File: src/pnbb_pkg.sv
// shared types and constants for the packed nibble bitmap blitter
// no dependencies
`default_nettype none

package pnbb_pkg;

    localparam int COORD_BITS  = 12;
    localparam int POS_BITS    = 12;
    localparam int ORIGIN_BITS = 12;
    localparam int SIZE_BITS   = 13;
    localparam int COLOR_BITS  = 4;
    localparam int BYTE_BITS   = 8;
    localparam int INDEX_BITS  = 3;
    localparam int CFG_DATA_BITS = SIZE_BITS;
    localparam int CNT_BITS =
        (COORD_BITS + 1 > SIZE_BITS) ? COORD_BITS + 1 : SIZE_BITS;
    localparam logic [CNT_BITS-1:0] COORD_SPAN = CNT_BITS'(1) << COORD_BITS;

    typedef logic [COORD_BITS-1:0] coord_t;
    typedef logic [CNT_BITS-1:0]   count_t;

    typedef enum logic [INDEX_BITS-1:0] {
        CFG_ORIGIN_X         = 3'd0,
        CFG_ORIGIN_Y         = 3'd1,
        CFG_BITMAP_WIDTH     = 3'd2,
        CFG_BITMAP_HEIGHT    = 3'd3,
        CFG_COLOR_KEY_ENABLE = 3'd4,
        CFG_REFRESH_AFTER    = 3'd5
    } cfg_index_t;

    typedef struct packed {
        logic [ORIGIN_BITS-1:0] origin_x;
        logic [ORIGIN_BITS-1:0] origin_y;
        logic [SIZE_BITS-1:0]   bitmap_width;
        logic [SIZE_BITS-1:0]   bitmap_height;
        logic                   color_key_enable;
        logic                   refresh_after;
    } cfg_t;

    typedef struct packed {
        logic [POS_BITS-1:0]   pixel_x;
        logic [POS_BITS-1:0]   pixel_y;
        logic [COLOR_BITS-1:0] color;
        logic                  write_enable;
        logic                  last_of_item;
        logic                  bitmap_done;
        logic                  refresh_request;
    } pixel_t;

    // zero acts as one, anything beyond the coordinate span acts as the span
    function automatic count_t clamp_size(input logic [SIZE_BITS-1:0] size);
        count_t wide;
        wide = CNT_BITS'(size);
        if (wide == '0)
            return CNT_BITS'(1);
        else if (wide > COORD_SPAN)
            return COORD_SPAN;
        else
            return wide;
    endfunction

endpackage

`default_nettype wire

File: src/pnbb_if.sv
// valid/ready channel interfaces for bitmap bytes in and pixels out
// depends on pnbb_pkg
`default_nettype none

interface pnbb_byte_if;
    logic                               valid;
    logic                               ready;
    logic [pnbb_pkg::BYTE_BITS-1:0]     data_byte;

    modport source (output valid, output data_byte, input ready);
    modport sink   (input valid, input data_byte, output ready);
endinterface

interface pnbb_pixel_if;
    logic                               valid;
    logic                               ready;
    logic [pnbb_pkg::POS_BITS-1:0]      pixel_x;
    logic [pnbb_pkg::POS_BITS-1:0]      pixel_y;
    logic [pnbb_pkg::COLOR_BITS-1:0]    color;
    logic                               write_enable;
    logic                               last_of_item;
    logic                               bitmap_done;
    logic                               refresh_request;

    modport source (
        output valid, output pixel_x, output pixel_y, output color,
        output write_enable, output last_of_item, output bitmap_done,
        output refresh_request, input ready
    );
    modport sink (
        input valid, input pixel_x, input pixel_y, input color,
        input write_enable, input last_of_item, input bitmap_done,
        input refresh_request, output ready
    );
endinterface

`default_nettype wire

File: src/pnbb_cfg_regs.sv
// configuration register file of the bitmap blitter
// depends on pnbb_pkg
`default_nettype none

module pnbb_cfg_regs (
    input  wire logic                                 clk,
    input  wire logic                                 rst_n,
    input  wire logic                                 cfg_write,
    input  wire logic [pnbb_pkg::INDEX_BITS-1:0]      cfg_index,
    input  wire logic [pnbb_pkg::CFG_DATA_BITS-1:0]   cfg_data,
    output pnbb_pkg::cfg_t                            cfg
);

    pnbb_pkg::cfg_t cfg_reg;
    pnbb_pkg::cfg_t cfg_next;

    always_comb
    begin
        cfg_next = cfg_reg;
        if (cfg_write)
        begin
            unique case (pnbb_pkg::cfg_index_t'(cfg_index))
                pnbb_pkg::CFG_ORIGIN_X:
                    cfg_next.origin_x = cfg_data[pnbb_pkg::ORIGIN_BITS-1:0];
                pnbb_pkg::CFG_ORIGIN_Y:
                    cfg_next.origin_y = cfg_data[pnbb_pkg::ORIGIN_BITS-1:0];
                pnbb_pkg::CFG_BITMAP_WIDTH:
                    cfg_next.bitmap_width = cfg_data[pnbb_pkg::SIZE_BITS-1:0];
                pnbb_pkg::CFG_BITMAP_HEIGHT:
                    cfg_next.bitmap_height = cfg_data[pnbb_pkg::SIZE_BITS-1:0];
                pnbb_pkg::CFG_COLOR_KEY_ENABLE:
                    cfg_next.color_key_enable = cfg_data[0];
                pnbb_pkg::CFG_REFRESH_AFTER:
                    cfg_next.refresh_after = cfg_data[0];
                default:
                    cfg_next = cfg_reg;
            endcase
        end
    end

    always_ff @(posedge clk or negedge rst_n)
    begin
        if (!rst_n)
        begin
            cfg_reg.origin_x         <= '0;
            cfg_reg.origin_y         <= '0;
            cfg_reg.bitmap_width     <= pnbb_pkg::SIZE_BITS'(1);
            cfg_reg.bitmap_height    <= pnbb_pkg::SIZE_BITS'(1);
            cfg_reg.color_key_enable <= 1'b0;
            cfg_reg.refresh_after    <= 1'b0;
        end
        else
        begin
            cfg_reg <= cfg_next;
        end
    end

    assign cfg = cfg_reg;

endmodule

`default_nettype wire

File: src/pnbb_raster.sv
// raster position counters and per-pixel result logic
// depends on pnbb_pkg
`default_nettype none

module pnbb_raster (
    input  wire logic                                 clk,
    input  wire logic                                 rst_n,
    input  wire pnbb_pkg::cfg_t                       cfg,
    input  wire logic                                 step,
    input  wire logic [pnbb_pkg::COLOR_BITS-1:0]      nibble,
    input  wire logic                                 last_in_byte,
    output pnbb_pkg::pixel_t                          pixel
);

    pnbb_pkg::coord_t column_reg;
    pnbb_pkg::coord_t column_next;
    pnbb_pkg::coord_t row_reg;
    pnbb_pkg::coord_t row_next;

    pnbb_pkg::count_t width_eff;
    pnbb_pkg::count_t height_eff;
    pnbb_pkg::count_t column_inc;
    pnbb_pkg::count_t row_inc;
    pnbb_pkg::coord_t sum_x;
    pnbb_pkg::coord_t sum_y;
    logic             row_end;
    logic             done;

    always_comb
    begin
        width_eff  = pnbb_pkg::clamp_size(cfg.bitmap_width);
        height_eff = pnbb_pkg::clamp_size(cfg.bitmap_height);
        column_inc = pnbb_pkg::CNT_BITS'(column_reg) + pnbb_pkg::CNT_BITS'(1);
        row_inc    = pnbb_pkg::CNT_BITS'(row_reg) + pnbb_pkg::CNT_BITS'(1);
        row_end    = column_inc >= width_eff;
        done       = row_end && (row_inc >= height_eff);
        sum_x      = pnbb_pkg::COORD_BITS'(cfg.origin_x) + column_reg;
        sum_y      = pnbb_pkg::COORD_BITS'(cfg.origin_y) + row_reg;

        pixel.pixel_x         = pnbb_pkg::POS_BITS'(sum_x);
        pixel.pixel_y         = pnbb_pkg::POS_BITS'(sum_y);
        pixel.color           = nibble;
        pixel.write_enable    = !(cfg.color_key_enable && (nibble == '0));
        pixel.last_of_item    = last_in_byte || done;
        pixel.bitmap_done     = done;
        pixel.refresh_request = done && cfg.refresh_after;
    end

    always_comb
    begin
        column_next = column_reg;
        row_next    = row_reg;
        if (step)
        begin
            priority if (done)
            begin
                column_next = '0;
                row_next    = '0;
            end
            else if (row_end)
            begin
                column_next = '0;
                row_next    = pnbb_pkg::COORD_BITS'(row_inc);
            end
            else
            begin
                column_next = pnbb_pkg::COORD_BITS'(column_inc);
            end
        end
    end

    always_ff @(posedge clk or negedge rst_n)
    begin
        if (!rst_n)
        begin
            column_reg <= '0;
            row_reg    <= '0;
        end
        else
        begin
            column_reg <= column_next;
            row_reg    <= row_next;
        end
    end

endmodule

`default_nettype wire

File: src/packed_nibble_bitmap_blitter_unit.sv
// an accepted byte passes through the byte holding register and then the pixel output register
// throughput: one pixel per cycle while the pixel output is not stalled, so a byte gives
//   two pixels, or one when its high nibble ends the bitmap; the byte holding register and
//   the pixel output register each take a new transfer while the other side is still busy
// reset: counters cleared, registers back to their defaults, both stages empty
// top level, depends on pnbb_pkg, pnbb_if, pnbb_cfg_regs, pnbb_raster
`default_nettype none

module packed_nibble_bitmap_blitter_unit (
    input  wire logic                                 clk,
    input  wire logic                                 rst_n,
    input  wire logic                                 cfg_write,
    input  wire logic [pnbb_pkg::INDEX_BITS-1:0]      cfg_index,
    input  wire logic [pnbb_pkg::CFG_DATA_BITS-1:0]   cfg_data,
    pnbb_byte_if.sink                                 byte_in,
    pnbb_pixel_if.source                              pixel_out
);

    pnbb_pkg::cfg_t   cfg;
    pnbb_pkg::pixel_t pixel;

    logic                              hold_valid_reg;
    logic                              hold_valid_next;
    logic [pnbb_pkg::BYTE_BITS-1:0]    byte_reg;
    logic [pnbb_pkg::BYTE_BITS-1:0]    byte_next;
    logic                              phase_reg;
    logic                              phase_next;
    logic                              out_valid_reg;
    logic                              out_valid_next;
    pnbb_pkg::pixel_t                  out_pixel_reg;
    pnbb_pkg::pixel_t                  out_pixel_next;

    logic                              out_free;
    logic                              fire;
    logic                              byte_finish;
    logic                              in_xfer;
    logic [pnbb_pkg::COLOR_BITS-1:0]   nibble;

    pnbb_cfg_regs u_cfg (
        .clk       (clk),
        .rst_n     (rst_n),
        .cfg_write (cfg_write),
        .cfg_index (cfg_index),
        .cfg_data  (cfg_data),
        .cfg       (cfg)
    );

    pnbb_raster u_raster (
        .clk          (clk),
        .rst_n        (rst_n),
        .cfg          (cfg),
        .step         (fire),
        .nibble       (nibble),
        .last_in_byte (phase_reg),
        .pixel        (pixel)
    );

    always_comb
    begin
        nibble      = phase_reg ? byte_reg[pnbb_pkg::COLOR_BITS-1:0]
                                : byte_reg[pnbb_pkg::BYTE_BITS-1:pnbb_pkg::COLOR_BITS];
        out_free    = !out_valid_reg || pixel_out.ready;
        fire        = hold_valid_reg && out_free;
        byte_finish = fire && (phase_reg || pixel.bitmap_done);
        in_xfer     = byte_in.valid && byte_in.ready;
    end

    assign byte_in.ready = !hold_valid_reg || byte_finish;

    always_comb
    begin
        hold_valid_next = hold_valid_reg;
        byte_next       = byte_reg;
        phase_next      = phase_reg;
        if (in_xfer)
        begin
            hold_valid_next = 1'b1;
            byte_next       = byte_in.data_byte;
            phase_next      = 1'b0;
        end
        else if (byte_finish)
        begin
            hold_valid_next = 1'b0;
            phase_next      = 1'b0;
        end
        else if (fire)
        begin
            phase_next = 1'b1;
        end
    end

    always_comb
    begin
        out_valid_next = out_valid_reg;
        out_pixel_next = out_pixel_reg;
        if (fire)
        begin
            out_valid_next = 1'b1;
            out_pixel_next = pixel;
        end
        else if (pixel_out.ready)
        begin
            out_valid_next = 1'b0;
        end
    end

    always_ff @(posedge clk or negedge rst_n)
    begin
        if (!rst_n)
        begin
            hold_valid_reg <= 1'b0;
            phase_reg      <= 1'b0;
            out_valid_reg  <= 1'b0;
        end
        else
        begin
            hold_valid_reg <= hold_valid_next;
            phase_reg      <= phase_next;
            out_valid_reg  <= out_valid_next;
        end
    end

    // payload, no reset
    always_ff @(posedge clk)
    begin
        byte_reg      <= byte_next;
        out_pixel_reg <= out_pixel_next;
    end

    assign pixel_out.valid           = out_valid_reg;
    assign pixel_out.pixel_x         = out_pixel_reg.pixel_x;
    assign pixel_out.pixel_y         = out_pixel_reg.pixel_y;
    assign pixel_out.color           = out_pixel_reg.color;
    assign pixel_out.write_enable    = out_pixel_reg.write_enable;
    assign pixel_out.last_of_item    = out_pixel_reg.last_of_item;
    assign pixel_out.bitmap_done     = out_pixel_reg.bitmap_done;
    assign pixel_out.refresh_request = out_pixel_reg.refresh_request;

endmodule

`default_nettype wire
File: src/flat_wrapper.sv
// flat-port wrapper written by rule: the top's interface ports become plain ports
module packed_nibble_bitmap_blitter_unit_flat 
  (clk, rst_n, cfg_write, cfg_index, cfg_data, byte_in_valid, byte_in_data_byte, byte_in_ready, pixel_out_valid, pixel_out_pixel_x, pixel_out_pixel_y, pixel_out_color, pixel_out_write_enable, pixel_out_last_of_item, pixel_out_bitmap_done, pixel_out_refresh_request, pixel_out_ready);
  pnbb_byte_if byte_in_i ();
  pnbb_pixel_if pixel_out_i ();
  input  wire logic clk;
  input  wire logic rst_n;
  input  wire logic cfg_write;
  input  wire logic [pnbb_pkg::INDEX_BITS-1:0] cfg_index;
  input  wire logic [pnbb_pkg::CFG_DATA_BITS-1:0] cfg_data;
  input wire logic [$bits(byte_in_i.valid)-1:0] byte_in_valid;
  input wire logic [$bits(byte_in_i.data_byte)-1:0] byte_in_data_byte;
  output wire logic [$bits(byte_in_i.ready)-1:0] byte_in_ready;
  output wire logic [$bits(pixel_out_i.valid)-1:0] pixel_out_valid;
  output wire logic [$bits(pixel_out_i.pixel_x)-1:0] pixel_out_pixel_x;
  output wire logic [$bits(pixel_out_i.pixel_y)-1:0] pixel_out_pixel_y;
  output wire logic [$bits(pixel_out_i.color)-1:0] pixel_out_color;
  output wire logic [$bits(pixel_out_i.write_enable)-1:0] pixel_out_write_enable;
  output wire logic [$bits(pixel_out_i.last_of_item)-1:0] pixel_out_last_of_item;
  output wire logic [$bits(pixel_out_i.bitmap_done)-1:0] pixel_out_bitmap_done;
  output wire logic [$bits(pixel_out_i.refresh_request)-1:0] pixel_out_refresh_request;
  input wire logic [$bits(pixel_out_i.ready)-1:0] pixel_out_ready;
  assign byte_in_i.valid = byte_in_valid;
  assign byte_in_i.data_byte = byte_in_data_byte;
  assign byte_in_ready = byte_in_i.ready;
  assign pixel_out_valid = pixel_out_i.valid;
  assign pixel_out_pixel_x = pixel_out_i.pixel_x;
  assign pixel_out_pixel_y = pixel_out_i.pixel_y;
  assign pixel_out_color = pixel_out_i.color;
  assign pixel_out_write_enable = pixel_out_i.write_enable;
  assign pixel_out_last_of_item = pixel_out_i.last_of_item;
  assign pixel_out_bitmap_done = pixel_out_i.bitmap_done;
  assign pixel_out_refresh_request = pixel_out_i.refresh_request;
  assign pixel_out_i.ready = pixel_out_ready;
  packed_nibble_bitmap_blitter_unit u_core (.clk(clk), .rst_n(rst_n), .cfg_write(cfg_write), .cfg_index(cfg_index), .cfg_data(cfg_data), .byte_in(byte_in_i), .pixel_out(pixel_out_i));
endmodule
File: config.mk
export PLATFORM = sky130hd
export DESIGN_NAME = packed_nibble_bitmap_blitter_unit_flat
export DESIGN_NICKNAME = d
export VERILOG_FILES = /design/src/pnbb_pkg.sv /design/src/pnbb_if.sv /design/src/pnbb_cfg_regs.sv /design/src/pnbb_raster.sv /design/src/packed_nibble_bitmap_blitter_unit.sv /design/src/flat_wrapper.sv
export SDC_FILE = /design/constraint.sdc
export NUM_CORES = 1
export LEC_CHECK = 0
export BUFFER_PORTS_ARGS = -buffer_cell sky130_fd_sc_hd__buf_2
export CAP_MARGIN = 20
export CORE_UTILIZATION = 55
export DETAILED_ROUTE_END_ITERATION = 8
export PLACE_DENSITY = 0.78
export SYNTH_ARGS = -nofsm -noshare
export SYNTH_HDL_FRONTEND = slang
export SYNTH_SLANG_ARGS = --single-unit
File: constraint.sdc
create_clock -name clk -period 4.6 [get_ports clk]
set_input_delay 0 -clock clk [delete_from_list [all_inputs] [get_ports clk]]
set_output_delay 0 -clock clk [all_outputs]
set_load 0.03 [all_outputs]
# After elaboration in Yosys (flattened, before gate mapping)
# Index checks and enable logic that the tools add are counted.
# classes
n_addsub	4
multipliers	0
div_mod_pow	0
magnitude_cmp	4
n_eq_ne	5
n_shift	0
n_mux	16
n_bitwise	0
n_reduce_logical	27
# op_table
operator	n
two-way mux 13 bit	4
two-way mux 12 bit	4
adder 12 x 1 -> 13 bit, second input constant	2
>= comparator 13 bit	2
greater-than comparator 13 bit, second input constant	2
logical NOT 13 bit	2
adder 12 bit	2
AND reduction 2 bit	7
two-way mux 1 bit	7
equality test 3 x 2 -> 1 bit, second input constant	2
equality test 3 bit, second input constant	2
logical AND 1 bit	6
nonzero test 2 bit	3
logical NOT 4 bit	1
two-way mux 4 bit	1
equality test 3 x 1 -> 1 bit, second input constant	1
logical NOT 1 bit	3
logical NOT 3 bit	1
logical OR 1 bit	3
nonzero test 3 bit	1
# totals
regBits	119
latchBits	0
ram_bits	0
mem_bits_ro	0
output_inout_bits	34
mem_count	0

# Longest topological paths before layout
# depth
ltp_word	10
ltp_mapped	13

# Hierarchy
# Synthesis repeated with hierarchy kept, for this count alone.
# hier_totals
hier_cells	563
area_unflattened_um2	6740.2
# modules_own_cells
mod	n_inst	cells_per_inst	area_each_um2
pnbb_raster	1	392	3146.8
pnbb_cfg_regs	1	114	2189.6
packed_nibble_bitmap_blitter_unit	1	57	1403.8

# Worst setup path after synthesis
# No wires, ideal clock.
# synth_timing
path_type	reg-to-reg
start	register u_core.u_raster.row_reg[0]
end	register u_core.byte_reg[0] in the netlist's numbering, enable pin
setup_ps	335
arrival_ps	2788
required_ps	4265
setup_slack_ps	1477
stages_incl_launch_ff	13
path_buffers	1
path_cell_list	dfrtp_1 ha_1 and3_1 nand3_1 nor2_1 and3_1 ha_1 and4_1 nand2_1 o21ai_2 and2_4 buf_6 o221a_1
# synth_rtl
element	line	rtl
from (decl)	pnbb_raster.sv:17	pnbb_pkg::coord_t row_reg;
from (signal assigned)	pnbb_raster.sv:82	row_reg <= row_next;
to (signal assigned)	packed_nibble_bitmap_blitter_unit.sv:126	byte_reg <= byte_next;
to (decl)	packed_nibble_bitmap_blitter_unit.sv:24	logic [pnbb_pkg::BYTE_BITS-1:0] byte_reg;

# Worst setup path in the final report
# layout_timing
start	register u_core.u_raster.row_reg[0]
end	output port byte_in_ready
# layout_between
elab_chain_len	6
# layout_rtl
element	line	rtl
adder 12 x 1 -> 13 bit	pnbb_raster.sv:34	row_inc = pnbb_pkg::CNT_BITS'(row_reg) + pnbb_pkg::CNT_BITS'(1);
>= comparator 13 bit	pnbb_raster.sv:36	done = row_end && (row_inc >= height_eff);
logical AND 1 bit	pnbb_raster.sv:36	
logical OR 1 bit	packed_nibble_bitmap_blitter_unit.sv:64	byte_finish = fire && (phase_reg || pixel.bitmap_done);
logical AND 1 bit	packed_nibble_bitmap_blitter_unit.sv:64	
logical OR 1 bit	packed_nibble_bitmap_blitter_unit.sv:68	assign byte_in.ready = !hold_valid_reg || byte_finish;
to (decl)	flat_wrapper.sv:13	output wire logic [$bits(byte_in_i.ready)-1:0] byte_in_ready;
# No other way between the ends.

==> out/results.tsv <==
stage	metric	value	unit
status	status	finished clean	
finish	NumNets Final	745	
synth	syn avg cell area	11.50	um^2
floorplanning	Initial Util	56.74	%
finish	Largest register FFs	52	
clocking	clock root cell	clkbuf_16	
floorplanning	# rows	39	
min_path	HP Class	in2async	
routing	Post-DRT Antenna Nets	0	
synth	Mapped Cells	566	
place	gpl congestion	0.9282	
grt	pin count of the biggest net entering global routing	80	
synth	Synth Register Bits	119	
floorplanning	die span in x	110.8	um
pwr	VDD IR-drop max	0.4488	mV
synth	area of the mapped netlist	6506	um^2
pwr	Psw	0.001525	W
timing	Clock Skew	0.005746	ns
timing	Worst-Margin Slew	1.140	ns
pwr	Internal	0.002856	W
finish	area of the multi-input gates	3202	um^2
clocking	Reg clk slew, reported paths	0.05	ns
setup_path	Critical Path Max Stage Delay	0.47	ns
synth	top-count cell post-synth	dfrtp_1	
synth	post-synthesis sequential area ratio	48.88	%
synth	Synthesized Nets	647	
floorplanning	core area	11470	um^2
synth	Distinct cells, synth	62	
place	Port Buffer Count	62	
clocking	CTS buffer count	17	
timing	final worst-path cycle share	82.23	%
grt	first-pass GRT wire length	24780	um
grt	number of antenna violations at the first check in global routing	0	
setup_path	Max stage delay cell, worst path	dfrtp_1	
clocking	CTS tree	built	
finish	Seq. cell area	3181	um^2
clocking	CTS H-Tree Depth	4	
timing	max-slew violation count	0	
finish	# diodes	0	
timing	final setup fails	0	
setup_path	CP required	4.60	ns
routing	Avg WL per Cell	17.70	um
synth	Post-synth EDFFs	40	
setup_path	worst-path maximum fanout	10	
pwr	sequential share of power	36.6	%
pwr	Final Total Pwr	0.004381	W
synth	YS warnings	0	
pwr	clock network power share	29.8	%
setup_path	Crit Path Class	reg2out	
timing	Final Critical Period	3.783	ns
setup_path	CP Buf/Inv Count	1	
setup_path	startpoint types	flop	
floorplanning	# IOs	63	
synth	ys flop type	dfrtp_1	
routing	drt via density	5.795	
setup_path	Worst Setup End Kind	output pin	
clocking	clock sink total	119	
timing	final hold violation count	0	
finish	fraction of layout cells with a size suffix above 1	26.14	%
grt	vias in the first global route	5070	
timing	setup TNS	0	ns
finish	Area Overhead vs Synth	20.17	%
pwr	leakage	3.495	nW
routing	final WL	14520	um
setup_path	Worst Path Arrival	3.78	ns
synth	Post-synth top cells	dfrtp_1, nand2_1, mux2_2	
place	dpl hpwl	9826	um
synth	Synth async-reset ratio	66.39	%
pwr	Combinational Power Share	33.6	%
synth	post-synth top area cell	dfrtp_1	
timing	RSZ-0062 raised after global routing	false	
flow_run	max cap viols	0	
clocking	Post-CTS Setup Repair Bufs	0	
finish	Util after Layout	68.18	%
setup_path	most used cell, CP	ha_1	
setup_path	crit-path cells	ha_1 > and3_1 > nand3_1 > nor2_1 > xor2_1 > ha_1 > and4_1 > nand2_1 > o21ai_2 > and2_4 > a2bb2oi_1 > buf_2	
grt	grt ovf	0	
clocking	Clock Latency Late Sink	0.42	ns
pwr	sw frac	34.81	%
synth	largest cells by area after synthesis	dfrtp_1, edfxtp_1, mux2_2	
floorplanning	Die Y	110.8	um
pwr	PwrDens	560.4	nW/um^2
timing	fmax	0.2644	GHz
routing	starting DRC count in detailed routing	291	
routing	vias after detailed routing	4752	
clocking	CTS Buffer Depth	2	
routing	DR pass1 iterations	4	
grt	Total GRT Usage	25.46	%
setup_path	CP top delay family	simple AND/OR/NAND/NOR gates	
routing	DRC	0	
floorplanning	die area	12270	um^2
synth	share of the synthesized area in the top cell type	29.62	%
timing	worst relative slew slack	23.75	%
finish	Layout fillers	840	
[timing repair]
action	in CTS	in global routing
hold buffers	25	0
resized for setup	0	0
endpoints found under the hold margin	140	0
[per-stage QoR]
| stage | cells | hold WS [ns] | cell area [um^2] | setup slack (ns) |
|---|---|---|---|---|
| after global placement | 760 | 0.1821 | 6949 | 1.246 |
| after detailed placement | 761 | 0.1838 | 6960 | 1.011 |
| after floorplan | 566 | -0.2956 | 6506 | 1.477 |
| final | 820 | 0.01978 | 7819 | 0.8172 |
| after global routing | 820 | 0.04657 | 7819 | 0.5393 |
| after CTS | 818 | 0.02957 | 7784 | 0.8723 |
[layer usage]
metal  routed length, um  global-route usage (%)  share of wire, %  up-vias
li1                    -                       -                 -     2261
met1                6349                   32.10                44     2349
met2                7286                   43.19                50      117
met3                 575                   4.757               4.0       25
met4                 306                   10.40               2.1        0
met5                   0                       0                 0        -
[power groups by stage]
stage,clock (W),combinational (W),sequential [W]
finish,0.00130,0.00147,0.00160
global route,0.00136,0.00162,0.00164
CTS,0.00131,0.00147,0.00160
detailed placement,0,0.00142,0.00161
global placement,0,0.00136,0.00159
floorplan,0,0.000870,0.00178
[worst reg2reg max path, stage by stage, from the launching register on]
cell     delay [ns]
dfrtp_1        0.47
ha_1           0.27
and3_1         0.22
nand3_1        0.21
nor2_1         0.27
xor2_1         0.11
ha_1           0.31
and4_1         0.24
nand2_1        0.07
o21ai_2        0.45
and2_4         0.30
o221a_1        0.43
[layout make-up]
class | count | share of cell area, %
Clock buffer | 21 | 5.633
Clock inverter | 11 | 1.696
Inverter | 16 | 0.7681
Multi-Input combinational cell | 418 | 40.95
Sequential cell | 119 | 40.68
Tap cell | 143 | 2.288
Timing Repair Buffer | 92 | 7.985
[final timing paths]
| check | startpoint | endpoint | slack, ns | depth (start not counted) |
|---|---|---|---|---|
| max in group asynchronous | rst_n | u_core.u_cfg.cfg[15] | 3.93 | 3 |
| min reg2reg | u_core.u_cfg.cfg[44] | u_core.u_cfg.cfg[44] | 0.51 | 1 |
| min in group clk | cfg_index[2] | u_core.u_cfg.cfg[1] | 0.03 | 4 |
| min | rst_n | u_core.u_cfg.cfg[49] | 0.02 | 2 |
| max reg2reg | u_core.u_raster.row_reg[0] | u_core.byte_reg[3] | 0.90 | 11 |
| max | u_core.u_raster.row_reg[0] | byte_in_ready | 0.82 | 12 |
[cell families after synthesis]
family | after synthesis | synth area share (%)
fa+ha+maj | 52 | 10.23
xor+xnor | 39 | 5.250
simple gates | 179 | 13.98
buf+inv | 29 | 1.904
flops | 119 | 48.88
compound gates | 89 | 9.577
mux | 59 | 10.17
[layout by cell type, fill, tap and decap left out, drive strengths merged, types with 18 or more instances in the layout]
cell type	netlist	routed
ha	50	50
xnor2	23	23
a21oi	18	18
nand3	18	18
mux2	57	57
dfrtp	77	77
dlygate4sd3	0	25
edfxtp	40	40
clkbuf	4	21
o21ai	27	27
buf	9	67
nor2	31	31
nand2	60	60
Power figures use the tool's default switching activity.
